## config.mk

```make
export PLATFORM = sky130hd
export DESIGN_NAME = rfid_manchester_tag_reader_core
export DESIGN_NICKNAME = d
export VERILOG_FILES = /design/src/hdl/rmtr_pkg.sv /design/src/hdl/rmtr_front.sv /design/src/hdl/rmtr_back.sv /design/src/hdl/rfid_manchester_tag_reader_core.sv
export SDC_FILE = /design/constraint.sdc
export NUM_CORES = 1
export LEC_CHECK = 0
export BUFFER_PORTS_ARGS = -buffer_cell sky130_fd_sc_hd__buf_2
export CORE_ASPECT_RATIO = 0.75
export CORE_MARGIN = 2
export CORE_UTILIZATION = 44
export DETAILED_ROUTE_END_ITERATION = 16
export GPL_TIMING_DRIVEN = 0
export PLACE_DENSITY = 0.61
export SLEW_MARGIN = 40
export SYNTH_ARGS = -nofsm -noshare
export SYNTH_HDL_FRONTEND = slang
export SYNTH_HIERARCHICAL = 1
export SYNTH_SLANG_ARGS = --single-unit
```

## constraint.sdc

```tcl
create_clock -name clk -period 6.7 [get_ports clk]
set_input_delay 1.34 -clock clk [delete_from_list [all_inputs] [get_ports clk]]
set_output_delay 1.34 -clock clk [all_outputs]
set_load 0.05 [all_outputs]
```

## src/hdl/rmtr_pkg.sv

```systemverilog
// Shared types and constants for the Manchester tag reader core.
// Used by the front, back, top level and checker; depends on nothing.
package rmtr_pkg;

  localparam logic [1:0] KIND_EDGE   = 2'd0;
  localparam logic [1:0] KIND_SAMPLE = 2'd1;
  localparam logic [1:0] KIND_TICK   = 2'd2;

  localparam logic [1:0] MODE_OFF  = 2'd0;
  localparam logic [1:0] MODE_ON   = 2'd1;
  localparam logic [1:0] MODE_SAVE = 2'd2;

  localparam logic [2:0] REG_BIT_TICKS    = 3'd0;
  localparam logic [2:0] REG_SYNC_TOL     = 3'd1;
  localparam logic [2:0] REG_COIL_MODE    = 3'd2;
  localparam logic [2:0] REG_DUTY_PERIOD  = 3'd3;
  localparam logic [2:0] REG_ON_THRESHOLD = 3'd4;

  localparam logic [9:0] RST_BIT_TICKS    = 10'd256;
  localparam logic [7:0] RST_SYNC_TOL     = 8'd32;
  localparam logic [1:0] RST_COIL_MODE    = MODE_SAVE;
  localparam logic [7:0] RST_DUTY_PERIOD  = 8'd50;
  localparam logic [7:0] RST_ON_THRESHOLD = 8'd10;

  localparam logic [2:0] SYNC_COUNT    = 3'd7;
  localparam logic [3:0] ROWS          = 4'd10;
  localparam logic [2:0] ROW_LEN       = 3'd5;
  localparam logic [3:0] TIMEOUT_TICKS = 4'd10;

  typedef struct packed {
    logic [9:0] bit_ticks;
    logic [7:0] sync_tol;
    logic [1:0] coil_mode;
    logic [7:0] duty_period;
    logic [7:0] on_threshold;
  } cfg_t;

  typedef struct packed {
    logic        is_edge;
    logic        is_sample;
    logic        is_tick;
    logic [15:0] interval;
    logic        bit_value;
  } event_t;

  typedef struct packed {
    logic        coil_on;
    logic        sampling_active;
    logic        sense_falling;
    logic        preset_valid;
    logic [9:0]  timer_preset;
    logic        tag_valid;
    logic [39:0] tag_id;
    logic        parity_error;
    logic        tag_lost;
  } result_t;

endpackage

```

## src/hdl/rmtr_front.sv

```systemverilog
// Front end: accepts events, classifies them by kind and holds them in a
// two-entry queue for the back end. Depends on rmtr_pkg.
module rmtr_front (
  input  logic                 clk,
  input  logic                 rst,
  input  logic                 push,
  output logic                 full,
  input  logic [1:0]           kind,
  input  logic [15:0]          interval,
  input  logic                 bit_value,
  output logic                 evt_valid,
  input  logic                 evt_take,
  output rmtr_pkg::event_t     evt
);

  rmtr_pkg::event_t mem [2];
  logic             wptr;
  logic             rptr;
  logic [1:0]       count;
  logic             accept;
  logic             take;
  rmtr_pkg::event_t classified;

  assign full      = (count == 2'd2);
  assign accept    = push && !full;
  assign evt_valid = (count != 2'd0);
  assign take      = evt_take && evt_valid;
  assign evt       = mem[rptr];

  always_comb begin
    classified.is_edge   = (kind == rmtr_pkg::KIND_EDGE);
    classified.is_sample = (kind == rmtr_pkg::KIND_SAMPLE);
    classified.is_tick   = (kind == rmtr_pkg::KIND_TICK);
    classified.interval  = interval;
    classified.bit_value = bit_value;
  end

  always_ff @(posedge clk) begin
    if (accept) begin
      mem[wptr] <= classified;
    end
  end

  always_ff @(posedge clk) begin
    if (rst) begin
      wptr  <= 1'b0;
      rptr  <= 1'b0;
      count <= 2'd0;
    end else begin
      if (accept) begin
        wptr <= ~wptr;
      end
      if (take) begin
        rptr <= ~rptr;
      end
      count <= count + {1'b0, accept} - {1'b0, take};
    end
  end

endmodule

```

## src/hdl/rmtr_back.sv

```systemverilog
// Back end: sync search, row collection, duty and timeout state, and the
// two-entry result queue. Depends on rmtr_pkg.
module rmtr_back (
  input  logic                 clk,
  input  logic                 rst,
  input  rmtr_pkg::cfg_t       cfg,
  input  logic                 evt_valid,
  output logic                 evt_take,
  input  rmtr_pkg::event_t     evt,
  output logic                 empty,
  input  logic                 pop,
  output rmtr_pkg::result_t    res
);

  localparam logic [1:0] PH_SEARCH = 2'd0;
  localparam logic [1:0] PH_HALF   = 2'd1;
  localparam logic [1:0] PH_LONG   = 2'd2;
  localparam logic [1:0] PH_SAMPLE = 2'd3;

  logic [1:0]  sync_phase, sync_phase_next;
  logic [2:0]  good_count, good_count_next;
  logic [39:0] nibbles, nibbles_next;
  logic [4:0]  row_bits, row_bits_next;
  logic [2:0]  bit_in_row, bit_in_row_next;
  logic [3:0]  row_number, row_number_next;
  logic [2:0]  ones_in_row, ones_in_row_next;
  logic        edge_falling, edge_falling_next;
  logic [3:0]  no_sync_ticks, no_sync_ticks_next;
  logic [7:0]  duty_count, duty_count_next;

  rmtr_pkg::result_t r;
  rmtr_pkg::result_t mem [2];
  logic              wptr;
  logic              rptr;
  logic [1:0]        count;
  logic              popped;
  logic              take;

  logic        coil_before;
  logic [8:0]  half;
  logic [7:0]  quarter;
  logic [10:0] lo_lim;
  logic [10:0] hi_lim;
  logic [10:0] half_lim;
  logic [10:0] quarter_lim;
  logic [9:0]  long_preset;
  logic        in_window;
  logic [2:0]  data_ones;
  logic        mode_off;

  assign popped   = pop && !empty;
  assign empty    = (count == 2'd0);
  assign evt_take = (count != 2'd2) || popped;
  assign take     = evt_take && evt_valid;
  assign res      = mem[rptr];

  assign half        = cfg.bit_ticks[9:1];
  assign quarter     = cfg.bit_ticks[9:2];
  assign lo_lim      = (cfg.bit_ticks > {2'b0, cfg.sync_tol}) ?
                       ({1'b0, cfg.bit_ticks} - {3'b0, cfg.sync_tol}) : 11'd0;
  assign hi_lim      = {1'b0, cfg.bit_ticks} + {3'b0, cfg.sync_tol};
  assign half_lim    = {2'b0, half} + {3'b0, cfg.sync_tol};
  assign quarter_lim = {3'b0, quarter} + {3'b0, cfg.sync_tol};
  assign long_preset = cfg.bit_ticks - {2'b0, quarter};
  assign in_window   = (evt.interval >= {5'b0, lo_lim}) && (evt.interval <= {5'b0, hi_lim});
  assign mode_off    = (cfg.coil_mode == rmtr_pkg::MODE_OFF);

  always_comb begin
    case (cfg.coil_mode)
      rmtr_pkg::MODE_OFF:  coil_before = 1'b0;
      rmtr_pkg::MODE_SAVE: coil_before = (duty_count <= cfg.on_threshold);
      default:             coil_before = 1'b1;
    endcase
  end

  always_comb begin
    sync_phase_next    = sync_phase;
    good_count_next    = good_count;
    nibbles_next       = nibbles;
    row_bits_next      = row_bits;
    bit_in_row_next    = bit_in_row;
    row_number_next    = row_number;
    ones_in_row_next   = ones_in_row;
    edge_falling_next  = edge_falling;
    no_sync_ticks_next = no_sync_ticks;
    duty_count_next    = duty_count;
    data_ones          = 3'd0;
    r                  = '0;

    if (mode_off) begin
      sync_phase_next  = PH_SEARCH;
      good_count_next  = 3'd0;
      row_bits_next    = 5'd0;
      bit_in_row_next  = 3'd0;
      row_number_next  = 4'd0;
      ones_in_row_next = 3'd0;
    end

    if (evt.is_edge && !mode_off) begin
      case (sync_phase)
        PH_SEARCH: begin
          if (in_window) begin
            good_count_next = good_count + 3'd1;
            if (good_count_next == rmtr_pkg::SYNC_COUNT) begin
              sync_phase_next   = PH_HALF;
              edge_falling_next = 1'b1;
            end
          end else begin
            good_count_next = 3'd0;
          end
        end
        PH_HALF: begin
          edge_falling_next = 1'b0;
          if ({5'b0, half_lim} > evt.interval) begin
            sync_phase_next    = PH_LONG;
            no_sync_ticks_next = 4'd0;
          end else begin
            sync_phase_next  = PH_SEARCH;
            good_count_next  = 3'd0;
            row_bits_next    = 5'd0;
            bit_in_row_next  = 3'd0;
            row_number_next  = 4'd0;
            ones_in_row_next = 3'd0;
          end
        end
        PH_LONG: begin
          sync_phase_next  = (evt.interval > {5'b0, half_lim}) ? PH_SAMPLE : PH_SEARCH;
          good_count_next  = 3'd0;
          row_bits_next    = 5'd0;
          bit_in_row_next  = 3'd0;
          row_number_next  = 4'd0;
          ones_in_row_next = 3'd0;
          if (evt.interval > {5'b0, half_lim}) begin
            nibbles_next   = 40'd0;
            r.preset_valid = 1'b1;
            r.timer_preset = long_preset;
          end
        end
        default: begin
          r.preset_valid = 1'b1;
          r.timer_preset = ({5'b0, quarter_lim} > evt.interval) ? {2'b0, quarter}
                                                                 : long_preset;
        end
      endcase
    end else if (evt.is_sample && !mode_off && sync_phase == PH_SAMPLE) begin
      if (row_number < rmtr_pkg::ROWS) begin
        if (evt.bit_value) begin
          row_bits_next    = row_bits | (5'b1 << (3'd4 - bit_in_row));
          ones_in_row_next = ones_in_row + 3'd1;
        end
        bit_in_row_next = bit_in_row + 3'd1;
        if (bit_in_row_next == rmtr_pkg::ROW_LEN) begin
          data_ones = ones_in_row_next - {2'b0, evt.bit_value};
          if (data_ones[0] == evt.bit_value) begin
            nibbles_next     = {nibbles[35:0], row_bits_next[4:1]};
            row_number_next  = row_number + 4'd1;
            row_bits_next    = 5'd0;
            bit_in_row_next  = 3'd0;
            ones_in_row_next = 3'd0;
          end else begin
            r.parity_error   = 1'b1;
            sync_phase_next  = PH_SEARCH;
            good_count_next  = 3'd0;
            row_bits_next    = 5'd0;
            bit_in_row_next  = 3'd0;
            row_number_next  = 4'd0;
            ones_in_row_next = 3'd0;
          end
        end
      end else begin
        r.tag_valid      = 1'b1;
        r.tag_id         = nibbles;
        sync_phase_next  = PH_SEARCH;
        good_count_next  = 3'd0;
        row_bits_next    = 5'd0;
        bit_in_row_next  = 3'd0;
        row_number_next  = 4'd0;
        ones_in_row_next = 3'd0;
      end
    end else if (evt.is_tick) begin
      duty_count_next = (duty_count == 8'd0) ? cfg.duty_period : duty_count - 8'd1;
      if (coil_before && no_sync_ticks < rmtr_pkg::TIMEOUT_TICKS) begin
        no_sync_ticks_next = no_sync_ticks + 4'd1;
        if (no_sync_ticks_next == rmtr_pkg::TIMEOUT_TICKS) begin
          r.tag_lost       = 1'b1;
          sync_phase_next  = PH_SEARCH;
          good_count_next  = 3'd0;
          row_bits_next    = 5'd0;
          bit_in_row_next  = 3'd0;
          row_number_next  = 4'd0;
          ones_in_row_next = 3'd0;
        end
      end
    end

    case (cfg.coil_mode)
      rmtr_pkg::MODE_OFF:  r.coil_on = 1'b0;
      rmtr_pkg::MODE_SAVE: r.coil_on = (duty_count_next <= cfg.on_threshold);
      default:             r.coil_on = 1'b1;
    endcase
    r.sampling_active = (sync_phase_next == PH_SAMPLE);
    r.sense_falling   = edge_falling_next;
  end

  always_ff @(posedge clk) begin
    if (take) begin
      mem[wptr] <= r;
    end
  end

  always_ff @(posedge clk) begin
    if (rst) begin
      sync_phase    <= PH_SEARCH;
      good_count    <= 3'd0;
      nibbles       <= 40'd0;
      row_bits      <= 5'd0;
      bit_in_row    <= 3'd0;
      row_number    <= 4'd0;
      ones_in_row   <= 3'd0;
      edge_falling  <= 1'b0;
      no_sync_ticks <= 4'd0;
      duty_count    <= 8'd0;
      wptr          <= 1'b0;
      rptr          <= 1'b0;
      count         <= 2'd0;
    end else begin
      if (take) begin
        sync_phase    <= sync_phase_next;
        good_count    <= good_count_next;
        nibbles       <= nibbles_next;
        row_bits      <= row_bits_next;
        bit_in_row    <= bit_in_row_next;
        row_number    <= row_number_next;
        ones_in_row   <= ones_in_row_next;
        edge_falling  <= edge_falling_next;
        no_sync_ticks <= no_sync_ticks_next;
        duty_count    <= duty_count_next;
        wptr          <= ~wptr;
      end
      if (popped) begin
        rptr <= ~rptr;
      end
      count <= count + {1'b0, take} - {1'b0, popped};
    end
  end

endmodule

```

## src/hdl/rfid_manchester_tag_reader_core.sv

```systemverilog
// Top level of the Manchester tag reader: configuration registers, front
// end and back end. Depends on rmtr_pkg, rmtr_front and rmtr_back.
// Each event passes through the front-end queue and then the back-end result queue
// before its result appears on the output ports.
// Throughput: one event per cycle while the result queue has room or is popped.
// Reset clears all decoder state and both queues and loads register defaults.
module rfid_manchester_tag_reader_core (
  input  logic        clk,
  input  logic        rst,
  input  logic        push,
  output logic        full,
  input  logic [1:0]  kind,
  input  logic [15:0] interval,
  input  logic        bit_value,
  output logic        empty,
  input  logic        pop,
  output logic        coil_on,
  output logic        sampling_active,
  output logic        sense_falling,
  output logic        preset_valid,
  output logic [9:0]  timer_preset,
  output logic        tag_valid,
  output logic [39:0] tag_id,
  output logic        parity_error,
  output logic        tag_lost,
  input  logic        cfg_valid,
  output logic        cfg_ready,
  input  logic [2:0]  cfg_index,
  input  logic [9:0]  cfg_data
);

  rmtr_pkg::cfg_t    cfg;
  rmtr_pkg::event_t  evt;
  rmtr_pkg::result_t res;
  logic              evt_valid;
  logic              evt_take;

  assign cfg_ready = 1'b1;

  always_ff @(posedge clk) begin
    if (rst) begin
      cfg.bit_ticks    <= rmtr_pkg::RST_BIT_TICKS;
      cfg.sync_tol     <= rmtr_pkg::RST_SYNC_TOL;
      cfg.coil_mode    <= rmtr_pkg::RST_COIL_MODE;
      cfg.duty_period  <= rmtr_pkg::RST_DUTY_PERIOD;
      cfg.on_threshold <= rmtr_pkg::RST_ON_THRESHOLD;
    end else if (cfg_valid && cfg_ready) begin
      case (cfg_index)
        rmtr_pkg::REG_BIT_TICKS:    cfg.bit_ticks    <= cfg_data;
        rmtr_pkg::REG_SYNC_TOL:     cfg.sync_tol     <= cfg_data[7:0];
        rmtr_pkg::REG_COIL_MODE:    cfg.coil_mode    <= cfg_data[1:0];
        rmtr_pkg::REG_DUTY_PERIOD:  cfg.duty_period  <= cfg_data[7:0];
        rmtr_pkg::REG_ON_THRESHOLD: cfg.on_threshold <= cfg_data[7:0];
        default: ;
      endcase
    end
  end

  rmtr_front u_front (
    .clk       (clk),
    .rst       (rst),
    .push      (push),
    .full      (full),
    .kind      (kind),
    .interval  (interval),
    .bit_value (bit_value),
    .evt_valid (evt_valid),
    .evt_take  (evt_take),
    .evt       (evt)
  );

  rmtr_back u_back (
    .clk       (clk),
    .rst       (rst),
    .cfg       (cfg),
    .evt_valid (evt_valid),
    .evt_take  (evt_take),
    .evt       (evt),
    .empty     (empty),
    .pop       (pop),
    .res       (res)
  );

  assign coil_on         = res.coil_on;
  assign sampling_active = res.sampling_active;
  assign sense_falling   = res.sense_falling;
  assign preset_valid    = res.preset_valid;
  assign timer_preset    = res.timer_preset;
  assign tag_valid       = res.tag_valid;
  assign tag_id          = res.tag_id;
  assign parity_error    = res.parity_error;
  assign tag_lost        = res.tag_lost;

endmodule

```

* Yosys cells after proc, flatten, opt, wreduce, memory -nomap -nowiden
Memories as Yosys holds them, arrays and structs flattened. A register that Yosys moved wholly into a read port is not among the register bits. Index checks and enable logic that the tools add are counted. W data, S select, Z words.
Cells by class: $add $sub $neg 17, $lt $le $gt $ge 10, equal/unequal tests 22, shifts and indexed selects 1, muxes and demuxes 118, bitwise operators 5, reductions and logical operators 33
Operator list (count):
- $mux W40 | 7
- $mux W3 | 33
- $mux W4 | 16
- $mux W5 | 10
- $mux W43 | 1
- $mux W42 | 1
- $mux W41 | 1
- $mux W11 | 3
- $gt A11 B16 Y1 | 2
- $mux W8 | 4
- $mux W2 | 13
- $pmux W11 S2 | 1
- $mux W1 | 18
- $ge A16 B11 Y1 | 1
- $gt A16 B11 Y1 | 1
- $le A16 B11 Y1 | 1
- $le A8 B8 Y1 | 2
- $reduce_bool A2 Y1 | 7
- $eq A2 B2 Y1 const B | 6
- $pmux W3 S2 | 2
- $add A10 B8 Y11 | 1
- $sub A10 B8 Y11 | 1
- $add A9 B8 Y10 | 1
- $gt A10 B8 Y1 | 1
- other kinds (37) | 72
Word-level totals: register bits after elaboration 117, memory bits (writable) 154, input bits 37, output and inout port bits 60, word-level logic and storage cells 229, memories kept 2
Memories:
- u_back.mem | words 2, bits a word 57, read ports 1, clocked after memory_dff 1, wr ports 1, line rmtr_back.sv:32 | rmtr_pkg::result_t mem [2];
- u_front.mem | words 2, bits a word 20, read ports 1, clocked after memory_dff 1, wr ports 1, line rmtr_front.sv:16 | rmtr_pkg::event_t mem [2];

* Logic depth before layout (Yosys ltp)
Gate-level depths: netlist of the first run.
word-level depth 14, gate-level depth with buffers 19, depth with buffers taken out 19

* Modules after synthesis
Netlist of the first run, hierarchy kept.
By module, submodules not included:
- rmtr_back | times used 1, cells an instance 1093, area an instance 11205.7 sq um, seq. area each 4924.7 sq um
- rmtr_front | times used 1, cells an instance 92, area an instance 1689.1 sq um, seq. area each 1301.2 sq um
- rfid_manchester_tag_reader_core | times used 1, cells an instance 141, area an instance 1498.9 sq um, seq. area each 720.7 sq um

* Least setup slack after synthesis of the first run
OpenSTA, ideal clock, no wires.
path type input to register, start point in pop, end point mem u_back/mem[0][0] (netlist bit), enable pin, setup time 0.472 ns, arrival 4.515 ns, path slack 1.713 ns, stages on the path 7, cell sequence nor2_1 -> nand2_1 -> and2_1 -> inv_1 -> clkbuf_1 -> clkbuf_1 -> nor2_1
Between the ends: word-level cells in the longest chain between the ends 5
RTL lines:
- start, declared | line rfid_manchester_tag_reader_core.sv:16 | input logic pop,
- $logic_and A1 B1 Y1 | line rmtr_back.sv:51 | assign popped = pop && !empty;
- $logic_or A1 B1 Y1 | line rmtr_back.sv:53 | assign evt_take = (count != 2'd2) || popped;
- via evt_take | line rfid_manchester_tag_reader_core.sv:36 | logic evt_take;
- $logic_and A1 B1 Y1 | line rmtr_back.sv:54 | assign take = evt_take && evt_valid;
- $mux W1 | line rmtr_back.sv:206 | if (take) begin
- $mux W1 (implied by the code) | line rmtr_back.sv:207 | mem[wptr] <= r;
- end, declared | line rmtr_back.sv:32
The timed path passes the listed nets, and every way through them passes these cells.

==> results of run 1 <==
[worst register-to-register path: stages (launching register included)]
cell       delay (ps)
dfxtp_1           520
inv_1             230
ha_1              380
nor2b_1           130
o21ai_0           110
a21oi_1           240
o21a_1            190
o211ai_1          210
a21oi_1           610
nand3_1           200
ha_1              330
and3_1            170
a221oi_1          280
o2bb2ai_1          90
nor4_1            630
a211oi_2          140
o21ba_2           270
a221oi_1          500
[cell type report]
class                           instances  area (um^2)  area share [%]
Multi-Input combinational cell        924         6957           42.30
Sequential cell                       270         6947           42.24
Clock buffer                           39        783.3           4.763
Tap cell                              442        553.0           3.363
Timing Repair Buffer                   99        540.5           3.287
Inverter                               77        289.0           1.757
Buffer                                 55        230.2           1.400
Clock inverter                         13        146.4          0.8901
[final timing paths]
path	to	slack [ps]	from
setup reg to reg	u_back/mem[0][55]	1220	cfg[19]
hold / removal	u_back/row_bits[3]	480	u_back/row_bits[3]
setup / recovery	u_back/mem[0][55]	1220	cfg[19]
hold reg to reg	u_back/row_bits[3]	480	u_back/row_bits[3]
[routing by layer]
layer | vias to the layer above | part of all wire [%]
met2 | 228 | 41
met5 | - | 0
met3 | 34 | 5.0
li1 | 5048 | -
met4 | 0 | 1.3
met1 | 5008 | 53
[where the power goes]
part | internal [W] | total, W | leakage, nW | switching [W]
clock | 0.000932 | 0.00158 | 0.455 | 0.000643
sequential | 0.00210 | 0.00220 | 2.41 | 0.000103
combinational | 0.000810 | 0.00255 | 3.71 | 0.00174
[registers in the layout, indices dropped and copies added (netlist names), named ones only]
name	cells
u_back/good_count	3
u_front/mem	40
u_front/count	2
u_front/wptr	1
u_back/rptr	1
u_back/no_sync_ticks	4
u_back/row_number	4
u_back/wptr	1
u_back/count	2
u_back/bit_in_row	3
u_back/mem	114
u_back/nibbles	40
cfg	36
u_back/sync_phase	2
u_back/row_bits	4
u_back/duty_count	8
u_back/ones_in_row	1
u_front/rptr	1
u_back/edge_falling	1
[cell usage after synthesis, types with 17 or more instances]
library cell / count / share of area [%]
ha_1: 119 / 10
mux2_2: 78 / 6.1
xnor2_1: 30 / 1.8
edfxtp_1: 154 / 32
nand2b_1: 46 / 2.0
o21ai_0: 36 / 1.3
inv_1: 76 / 2.0
and2_1: 45 / 2.0
mux2i_1: 46 / 3.2
nor2_1: 127 / 3.3
clkbuf_1: 42 / 1.1
a22oi_1: 41 / 2.1
nand2_1: 59 / 1.5
dfxtp_1: 116 / 16
nor2b_1: 17 / 0.74
a21oi_1: 75 / 2.6
[cell families after synthesis]
group,Yosys count
buffers and inverters,132
AO/OA/AOI/OAI,244
flip-flops,270
other,1
AND/OR/NAND/NOR,388
XOR/XNOR,43
multiplexers,124
adder cells (fa/ha/maj),124
[per-stage QoR]
step	instance area [um^2]	utilization (%)	power, W	hold WS (ps)	std cells
finish	16450	50.90	0.006327	477.4	1919
global route	16450	50.90	0.006682	500.7	1919
detailed placement	15510	48.02	0.004788	468.1	1867
floorplan	14390	-	0.004119	448.9	1326
CTS	16440	50.89	0.006381	476.4	1919
global placement	15420	47.74	0.004712	462.6	1863
==> impl_summary.md, run 1 <==
Route
The first detailed-routing pass ran for 5 iterations. The final layout contains routed wiring with a total length of 34310 um. The number of DRC markers after the initial detailed-route iteration is 708. Dividing the detail-routed via count by the number of cells gives between 5 and 6. The average wire length per cell after detail routing is 17.88 um.

The number of nets with antenna violations after routing is 0. The routed layout has slightly above 10k vias. After detailed routing, the number of remaining DRC violations is 0.

Synth
Of the total synthesized cell area, the portion taken by full adders, half adders and majority gates is 11.04%. The share of synthesized area spent on multiplexers is 9.301%. The async set-or-reset flop fraction in the synthesized netlist is 0%.

The synthesized-area fraction occupied by ao, oa, aoi and oai cells is about 11%. In this run the cell area of the synthesized design comes to 14390 um^2. The sequential fraction of the synthesis area is approximately 48%. Synthesis produced a netlist whose cell count is 1326. In the synthesized netlist the dominant register cell turns out to be edfxtp_1.

Summing the areas of all and, or, nand and nor instances in the mapped netlist gives between 10% and 20% of the synthesized area. After synthesis, the mean cell area works out to 10.86 um^2. The number of nets handed over by synthesis was 1487. The number of warnings issued by yosys is 6. The synthesized netlist devotes 2.616% of its cell area to XOR and XNOR gates. The synthesized design contains between 200 and 300 register bits. By area, the combinational part of the netlist is dominated by simple AND/OR/NAND/NOR gates. The number of distinct library cells after synthesis is 76. The number of enable flip-flop cells after synthesis is 154.

Clocking
In this run the number of H-tree levels came out at 1. In this run the deepest clock path goes through 3 buffers. After clock tree synthesis, the clock-pin slew on the worst setup and hold paths is about 60 ps.

The clock net sink count is 270. The clock root buffer master is clkbuf_16. TritonCTS built the clock tree. The quantity of hold-fixing buffers added after cts is 0. The number of CTS-inserted buffers is 29. The post-cts gate resize count is 0. Buffers added to address setup during post-CTS repair amount to 0. The source-to-sink clock delay at the later pin of the worst-skew pair is 570 ps.

Cells and area
The number of nets at the end of the flow is 1617. The count of antenna diodes in the layout is 0. Counting the fill cells in the layout gives around 2.9k.

Leaving out fill and tap cells, the most frequent cells in the layout are edfxtp_1 (154), nor2_1 (126), ha_1 (119), dfxtp_1 (116), buf_2 (105). The commonest non-fill, non-tap cell in the layout is edfxtp_1. Cells with a size suffix above 1 make up between 10% and 20% of the layout. From synthesis to final layout, the design area changed by 14.26%.

Timing
The worst max-slew margin expressed relative to the limit is 44.71%. The setup TNS after final layout is 0 ps. The final critical path takes up 81.84% of the cycle. The peak clock frequency supported by timing is 182.4 MHz. Setup violations remaining at the end of the flow were counted as 0.

In the post-route analysis, the smallest setup slack over all paths is 1216 ps. Subtracting the final worst setup slack from the clock period gives roughly 5500 ps. The final count of pins violating max slew was 0.

At the pin with the least slew margin, the transition time is 821.8 ps. Setup repair after global routing left no endpoint under its margin. For the final database, setup skew stands at 23.62 ps. The final hold violation count is 0.

Place
The worst setup slack before clock tree synthesis is 1341 ps. The congestion estimate from routability-driven global placement came to 0.8619. Buffers placed on the I/O ports in this run total 95. The wire-length estimate of the detail-placed layout is 25730 um.

Die
The die outline height is 160.6 um. The I/O pin total is 97. The die area is 34190 um^2. The row count is 57. The floorplan core area is 32310 um^2.

For this configuration, the core starts out at a cell density of 44.55%. Measured along the x axis, the die boundary spans 212.9 um.

GRT
Global routing used 2.972% of the available met3 tracks. The global-route track usage on met1 is between 30% and 40%. The via count of the first global-routing pass is 9882.

Entering global routing, the biggest net connects 32 pins. The global-route wire length before repair is 53890 um. After global routing the overflow that remains totals 0. The global routing's busiest layer is met1. The initial antenna violation count is 1. For this run, global-route usage on met2 was measured as 28.55%.

The global-route usage over all layers is 19.95%.

Min path
The worst min-delay path class is reg2reg. The worst hold path depth is 2.

Power
The cell area power density is a little under 400 nW/um^2. The worst voltage drop across the vdd grid is 0.0001929 V. The static leakage power is 6.569 nW.

Worst setup path
Walking the worst path, the cells encountered are inv_1 > ha_1 > nor2b_1 > o21ai_0 > a21oi_1 > o21a_1 > o211ai_1 > a21oi_1 > nand3_1 > ha_1 > and3_1 > a221oi_1 > o2bb2ai_1 > nor4_1 > a211oi_2 > o21ba_2 > a221oi_1. The number of cells on the worst reg-to-reg path is 17. The type of the worst setup path is reg2reg. STA classifies the critical path startpoint as a flop. The family with the most delay on the worst path is compound AO/OA/AOI/OAI gates. The cell with the largest stage delay on the worst path is nor4_1. STA puts the critical path data arrival time at ~5800 ps. The required time at the worst-slack endpoint is 6990 ps. The maximum single-stage delay on the critical path is 630 ps. The total number of cells along the worst setup path is 17. The sort of element at the end of the critical path is a flop.

The number of buffer and inverter stages on the critical path is 1. The critical-path maximum fanout is 9.

Job
The number of violations of the max-capacitance limit is 0.

Status
The run finished with clean final reports.
(Power assumes the default switching activity.)
==> run 2, diff against run 1 <==
==> constraint.sdc (replaced) <==
create_clock -name clk -period 5.2 [get_ports clk]
set_input_delay 1.04 -clock clk [delete_from_list [all_inputs] [get_ports clk]]
set_output_delay 1.04 -clock clk [all_outputs]
set_load 0.05 [all_outputs]
==> run 2 against run 1 <==
Against the previous run: sequential power is 29% higher; hold slack is essentially flat; sequential cell count stayed put; non-clock buffer count grew 2; register-to-register slack got worse by 970 ps; combinational power increased by 29%; final cell count grew 0.10%; maximum frequency increased by 11%; critical path depth shrank 1; sequential share of layout area is 0.083 points lower; wire length barely moved; largest cell class unchanged; highest routed layer unchanged.
==> impl_summary.md, run 2 (same netlist as run 1, synthesis figures left out) <==
Status
The flow ran to the end, and the final reports show no timing, DRC or antenna violations.

GRT
The initial antenna violation count came to 1 (unchanged). The global-route usage over all layers is 19.97% (about the same). The via count of the first global-routing pass is 9893 (+0.11%).

The pin count of the biggest net entering global routing came to 32 (unchanged). The global route total overflow is 0 (unchanged). The global-route wire length before repair is 53940 um (about the same).

Cells and area
The count of antenna diodes in the layout was 0 (unchanged). The fraction of final layout cells with drive strength greater than 1 is 17.51% (+0.25 points). The synthesis-to-finish area growth is 14.48%.

Leaving out fill and tap cells, the most frequent cell in the layout is edfxtp_1. The register name with the most flops is u_back/mem. The largest registers in the layout are u_back/mem: 114 flops, u_back/nibbles: 40 flops, u_front/mem: 40 flops. The flip-flop count of the largest register, all copies and words added came to 114 (unchanged).

The library cells used most frequently in the layout, excluding fill and tap cells, are edfxtp_1 (154), nor2_1 (126), ha_1 (119), dfxtp_1 (116), buf_2 (105). The number of nets at the end of the flow came to 1619 (+0.12%). The final-layout fill cell count is 2935 (-0.10%).

Power
The sequential cell fraction of total power is 34.8% (about the same). The net switching share of the total power was 39.26% (about the same). The internal power contribution is 0.004953 W (+29%). The power share of the clock group is 24.9% (about the same). The part of the total power dissipated in combinational logic is 40.3% (about the same). The cell area power density is 494.8 nW/um^2 (+29%). The static leakage power came to 6.581 nW (+0.18%). The worst voltage drop across the vdd grid was 0.0002492 V (+29%). The switching power summed over all nets is 0.003201 W (+29%).

Die
The die outline width is 212.9 um (unchanged). The row count is 57 (unchanged). The I/O pin total was 97 (unchanged). The effective utilization at floorplan came to 44.55% (unchanged). The floorplan core area is 32310 um^2 (unchanged).

The die area is 34190 um^2 (unchanged). The die outline height is 160.6 um (unchanged).

Worst setup path
The setup slack on the worst flop-to-flop path is 240 ps (-970 ps). The critical-path maximum fanout was 6 (-3). Among all stages on the critical path, the largest delay is contributed by or4bb_1.

The maximum single-stage delay on the critical path is 590 ps (-40 ps). The arrival time reported for the critical path endpoint was 5250 ps (-520 ps). Tracing the worst setup path back leads to its startpoint at cfg[19]. The number of buffer and inverter stages on the critical path was 1 (unchanged). The path depth of the worst reg2reg path came to 16 (-1). The worst register-to-register path begins at cfg[19].

The required time at the worst-slack endpoint is 5500 ps (-1490 ps). STA classifies the critical path startpoint as a flop. The endpoint identified for the worst register-to-register timing path is u_back/mem[0][55]. The cell type with the highest occurrence count on the critical path is a21oi_1. Grouping stages by cell kind, the critical path spends the most delay in compound AO/OA/AOI/OAI gates. The total number of cells along the worst setup path is 16 (-1). The worst setup path is captured at a flop.

Following the worst setup path forward leads to its endpoint at u_back/mem[0][55]. The worst setup path is of the reg2reg kind. Traced cell by cell, the critical path runs through inv_1 > ha_1 > nor2b_1 > o21bai_1 > a21oi_1 > o211ai_1 > a21oi_1 > o221ai_1 > xnor2_1 > ha_1 > a21o_1 > a21oi_1 > or4bb_1 > a211oi_1 > o21ai_0 > a221oi_1.

Route
The detailed-route wire length is 34310 um (about the same). The number of DRC markers after the initial detailed-route iteration is 714 (+0.85%). The count of unresolved DRC violations after routing is 0 (unchanged). The average wire length per cell after detail routing is 17.86 um (about the same). The number of nets with antenna violations after routing was 0 (unchanged). The detailed-router iteration count before antenna repair is 5 (unchanged). The average via count per standard cell is 5.397 (+0.37%). The overall via count from detail_route is 10.37k (+0.47%).

Timing
The peak clock frequency supported by timing is 201.8 MHz (+11%). The post-route worst setup slack is 243.7 ps (-972.8 ps). The number of endpoints failing setup at the final stage is 0 (unchanged). The final count of pins violating max slew is 0 (unchanged). The time the final worst path needs with I/O delays and setup is 4956 ps (-527.2 ps).

The worst max-slew margin expressed relative to the limit is 49.18% (+4.5 points). The worst hold margin is 477.4 ps (-0.04600 ps). The clock skew is 25.04 ps (+1.424 ps). The pin slew with the least headroom to its limit is 762.3 ps (-59.56 ps). The final hold violation count is 0 (unchanged). Setup repair after global routing left no endpoint under its margin. The period utilization came to 95.31% (+13 points).

Clocking
The maximum number of buffers from clock root to sink was 3 (unchanged). The clock root buffer master is clkbuf_16. The source-to-sink clock delay at the later pin of the worst-skew pair is 570 ps (about the same). The CTS tree is yes. The quantity of hold-fixing buffers added after cts is 0 (unchanged). The number of CTS-inserted buffers is 29 (unchanged).

The H-tree level count is 1 (unchanged). The clock net sink count came to 270 (unchanged). The clock transition at the registers of the reported paths was 60 ps (about the same).

Place
The number of input and output port buffers inserted is 95 (unchanged). The final weighted congestion in routability-driven placement is 0.8619 (unchanged). The half-perimeter wire length of the detailed placement result is 25730 um (unchanged). The worst setup slack before clock tree synthesis is -158.8 ps (-1500 ps).

Min path
The worst min-delay path class is reg2reg.

Job
The number of violations of the max-capacitance limit is 0 (unchanged).
-- run 2: worst min path at each step --
stage | cells past startpoint | end | slack, ps | from
6_report | 2 | u_back/row_bits[3] | 480 | u_back/row_bits[3]
5_1_grt | 2 | u_back/row_bits[1] | 500 | u_back/row_bits[1]
4_1_cts | 2 | u_back/row_bits[3] | 480 | u_back/row_bits[3]
3_5_place_dp | 2 | u_back/row_bits[3] | 470 | u_back/row_bits[3]
3_3_place_gp | 2 | u_back/row_bits[3] | 460 | u_back/row_bits[3]
2_1_floorplan | 2 | cfg[5] | 450 | cfg[5]
-- run 2: tightest hold or removal path, delay by kind of cell, from the launching register on --
kind	cells	cell delay [ps]
flops	1	320
simple gates	1	60
compound gates	1	50
-- run 2: final cells by class --
type | count | area (um^2) | area share [%]
inverters | 77 | 289.0 | 1.754
repair buffers | 101 | 555.5 | 3.371
multi-input cells | 924 | 6974 | 42.32
clock inverters | 13 | 146.4 | 0.8884
well taps | 442 | 553.0 | 3.356
flip-flops and latches | 270 | 6947 | 42.16
plain buffers | 55 | 230.2 | 1.397
clock buffers | 39 | 783.3 | 4.753
-- run 2: power groups by stage --
| stage | sequential, W | clock [W] | combinational (W) |
|---|---|---|---|
| after floorplan | 0.00287 | 0 | 0.00244 |
| after global routing | 0.00287 | 0.00217 | 0.00357 |
| after CTS | 0.00284 | 0.00208 | 0.00331 |
| after global placement | 0.00292 | 0 | 0.00315 |
| final | 0.00284 | 0.00203 | 0.00329 |
| after detailed placement | 0.00288 | 0 | 0.00329 |
-- run 2: repair_timing --
action                                  4_1_cts  5_1_grt
pin swaps                                     0        1
gates resized for setup                       1        2
endpoints found under the setup margin        2        3
buffers inserted                              0        2
-- run 2: routing by layer --
layer  GRT usage [%]  wire length (um)  vias up
met3           2.972              1901       30
li1                -                 -     5043
met2           28.61             14080      253
met4           3.751               436        0
met1           31.74             17890     5041
met5               0                 0        -
-- run 2: metrics by stage --
stage	area (um^2)	std cells	setup TNS, ps	util [%]	total power (W)
finish	16480	1921	0	51.01	0.008154
global route	16480	1921	0	51.01	0.008615
CTS	16450	1919	0	50.91	0.008224
detailed placement	15510	1867	-317.5	48.02	0.006169
global placement	15420	1863	-94590	47.74	0.006072
floorplan	14390	1326	0	-	0.005307
==> run 3, diff against run 2 <==
--- a/config.mk
+++ b/config.mk
@@ -8,10 +8,11 @@
 export BUFFER_PORTS_ARGS = -buffer_cell sky130_fd_sc_hd__buf_2
 export CORE_ASPECT_RATIO = 0.75
 export CORE_MARGIN = 2
-export CORE_UTILIZATION = 44
+export CORE_UTILIZATION = 34
+export CTS_BUF_LIST = sky130_fd_sc_hd__clkbuf_4 sky130_fd_sc_hd__clkbuf_8
 export DETAILED_ROUTE_END_ITERATION = 16
 export GPL_TIMING_DRIVEN = 0
-export PLACE_DENSITY = 0.61
+export PLACE_DENSITY = 0.5
 export SLEW_MARGIN = 40
 export SYNTH_ARGS = -nofsm -noshare
 export SYNTH_HDL_FRONTEND = slang
==> run 3 against run 2 <==
Against the previous run: cell area up 1.7%; utilization down 11 points; largest power group unchanged; critical path type unchanged; count of clock-buffer cells in the layout up 32; die area up 29%; sequential share of layout area down 0.72 points; total power up 1.7%; sequential cell count unchanged; sequential power about the same; register-to-register slack better by 70 ps; global-route usage down 3.3 points.
==> impl_summary.md, run 3 (same netlist as run 1, synthesis figures left out) <==
Status
The flow ran to the end, and the final reports show no timing, DRC or antenna violations.

Die
The I/O pin total is 97 (unchanged). The effective utilization at floorplan came to 34.37% (-10 points). The die outline width was 241.6 um (+14%).

The die outline height was 182.2 um (+13%). The floorplan core area is 41880 um^2 (+30%). The die area is 44010 um^2 (+29%).

The row count was 65 (+14%).

GRT
The pin count of the biggest net entering global routing was 31 (-3.1%). The global-route wire length before repair is 57930 um (+7.4%). The global-route usage over all layers was 16.69% (-3.3 points).

The initial antenna violation count is 0 (-1). The via count of the first global-routing pass is 10.14k (+2.5%). The global route total overflow is 0 (unchanged).

Place
The final weighted congestion in routability-driven placement is 0.8493 (-1.5%). The number of input and output port buffers inserted is 95 (unchanged). The half-perimeter wire length of the detailed placement result was 27510 um (+6.9%).

The worst setup slack before clock tree synthesis is -255.7 ps (-96.91 ps). The total placed cells including tap cells came to 1995 (+6.9%).

Cells and area
Leaving out fill and tap cells, the most frequent cells in the layout are edfxtp_1 (154), nor2_1 (126), ha_1 (119), dfxtp_1 (116), buf_2 (105). The final standard cell utilization of the core came to 40.03% (-11 points). Compared with the post-synthesis result, the final layout area differs by 16.48%. The register name with the most flops is u_back/mem.

Leaving out fill and tap cells, the most frequent cell in the layout is edfxtp_1. The post-route non-filler standard cell count is 2082 (+8.4%). The fraction of final layout cells with drive strength greater than 1 came to 19.96% (+2.4 points).

The count of antenna diodes in the layout is 0 (unchanged). The flip-flop count of the largest register, all copies and words added is 114 (unchanged). The number of nets at the end of the flow was 1637 (+1.1%). The final-layout fill cell count came to 4095 (+40%).

In the final layout, the registers with the most flip-flops are u_back/mem: 114 flops, u_back/nibbles: 40 flops, u_front/mem: 40 flops.

Timing
The post-route worst setup slack was 318.3 ps (+74.61 ps). The pin slew with the least headroom to its limit was 860.7 ps (+98.49 ps). The worst max-slew margin expressed relative to the limit came to 42.14% (-7.0 points). The time the final worst path needs with I/O delays and setup is 4882 ps (-74.61 ps). Setup repair after global routing left no endpoint under its margin. The number of endpoints failing setup at the final stage is 0 (unchanged). The final count of pins violating max slew came to 0 (unchanged). The peak clock frequency supported by timing is 204.8 MHz (+1.5%). The clock skew is 46.33 ps (+21.29 ps). The period utilization came to 93.88% (-1.4 points). The final hold violation count is 0 (unchanged).

Clocking
The clock transition at the registers of the reported paths came to 60 ps (about the same). The maximum number of buffers from clock root to sink is 3 (unchanged). The quantity of hold-fixing buffers added after cts is 0 (unchanged). The clock net sink count is 270 (unchanged). The H-tree level count was 2 (+1).

The source-to-sink clock delay at the later pin of the worst-skew pair was 610 ps (+40 ps). The number of CTS-inserted buffers is 46 (+59%). TritonCTS built the clock tree.

Clock tree synthesis selected as its root buffer the cell clkbuf_8.

Worst setup path
The cell with the largest stage delay on the worst path is or4bb_1. The critical path goes through inv_1 > ha_1 > nor2b_1 > o21bai_1 > a21oi_1 > o211ai_1 > a21oi_1 > o221ai_1 > xnor2_1 > ha_1 > a21o_1 > a21oi_1 > or4bb_1 > a211oi_1 > o21ai_0 > a221oi_2. The path depth of the worst reg2reg path is 16 (unchanged). The setup slack on the worst flop-to-flop path is 320 ps (+70 ps). The endpoint identified for the worst register-to-register timing path is u_back/mem[1][55]. The arrival time reported for the critical path endpoint is 5270 ps (+20 ps). The type of the worst setup path is reg2reg. The maximum single-stage delay on the critical path is 610 ps (+20 ps). Counting stages on the worst path, the most repeated cell is a21oi_1. The startpoint type of the worst setup path is a flop. The critical-path maximum fanout is 6 (unchanged).

The sort of element at the end of the critical path is a flop. The critical register-to-register path startpoint is cfg[19]. The required time at the worst-slack endpoint was 5590 ps (+90 ps).

Route
The overall via count from detail_route came to 10.49k (+1.2%). The average via count per standard cell is 5.038 (-6.6%). The average wire length per cell after detail routing came to 17.68 um (-0.99%). The detailed-router iteration count before antenna repair was 5 (unchanged). The count of unresolved DRC violations after routing is 0 (unchanged). The number of nets with antenna violations after routing is 0 (unchanged).

The detailed-route wire length is 36820 um (+7.3%). The number of DRC markers after the initial detailed-route iteration was 752 (+5.3%).

Power
The cell area power density is 494.7 nW/um^2 (about the same). The worst voltage drop across the vdd grid is 0.0002582 V (+3.6%). The static leakage power was 6.686 nW (+1.6%).

Min path
The worst hold path depth is 2 (unchanged). The launch instance of the worst min-delay path is cfg[5]. The destination of the worst hold path is cfg[5].

The worst min-delay path class is reg2reg.

Job
The number of violations of the max-capacitance limit was 0 (unchanged).
run 3: final cells by class:
cell class                 instances  area (um^2)  area share (%)
buffer                            55        231.5           1.381
clock buffer                      71        845.8           5.045
clock inverter                    14        143.9          0.8582
inverter                          77        289.0           1.724
multi-input combinational        924         6977           41.61
sequential                       270         6947           41.43
tap                              569        711.9           4.246
timing repair buffer             102        620.6           3.701
run 3: timing repair:
action,4_1_cts,5_1_grt
setup endpoints to repair,2,2
buffers inserted,0,2
resized for setup,2,2
pin swaps,0,1
run 3: how the worst max path moves through the flow:
stage / slack (ps) / endpoint / cells after the start / start
finish: 320 / u_back/mem[1][55] / 16 / cfg[19]
global route: 20 / u_back/nibbles[3] / 19 / cfg[27]
CTS: 190 / u_back/mem[1][55] / 17 / cfg[19]
detailed placement: -260 / u_back/mem[1][55] / 17 / cfg[19]
global placement: -2060 / u_back/mem[0][51] / 8 / pop
floorplan: 510 / u_back/mem[0][0] / 7 / pop
run 3: worst max-delay path: cells and delay by family, from the launching register on:
| family | cells | cell delay (ps) |
|---|---|---|
| AOI/OAI and AO/OA | 10 | 2330 |
| and+or+nand+nor | 2 | 740 |
| adders and majority gates | 2 | 690 |
| DFF | 1 | 510 |
| buffers and inverters | 1 | 220 |
| xor gates and xnor gates | 1 | 190 |
run 3: per-stage QoR:
stage	cell area (um^2)	total power, W	hold slack, ps	setup TNS, ps
2_1_floorplan	14390	0.005307	448.9	0
3_3_place_gp	15580	0.006147	462.9	-117240
3_5_place_dp	15740	0.006302	463.0	-511.4
4_1_cts	16740	0.008399	478.2	0
5_1_grt	16770	0.008819	505.1	0
6_report	16770	0.008294	475.5	0
run 3: report_power, final:
part | leakage [nW] | switching, W | internal [W] | total (W)
combinational | 3.75 | 0.00229 | 0.00112 | 0.00341
clock | 0.530 | 0.000900 | 0.00115 | 0.00205
sequential | 2.41 | 0.000133 | 0.00271 | 0.00284
run 3: metal layers:
metal / global-route usage [%] / part of all wire, %
met5: 0 / 0
met4: 3.627 / 1.4
met3: 3.015 / 4.9
met2: 24.18 / 40
met1: 25.54 / 53
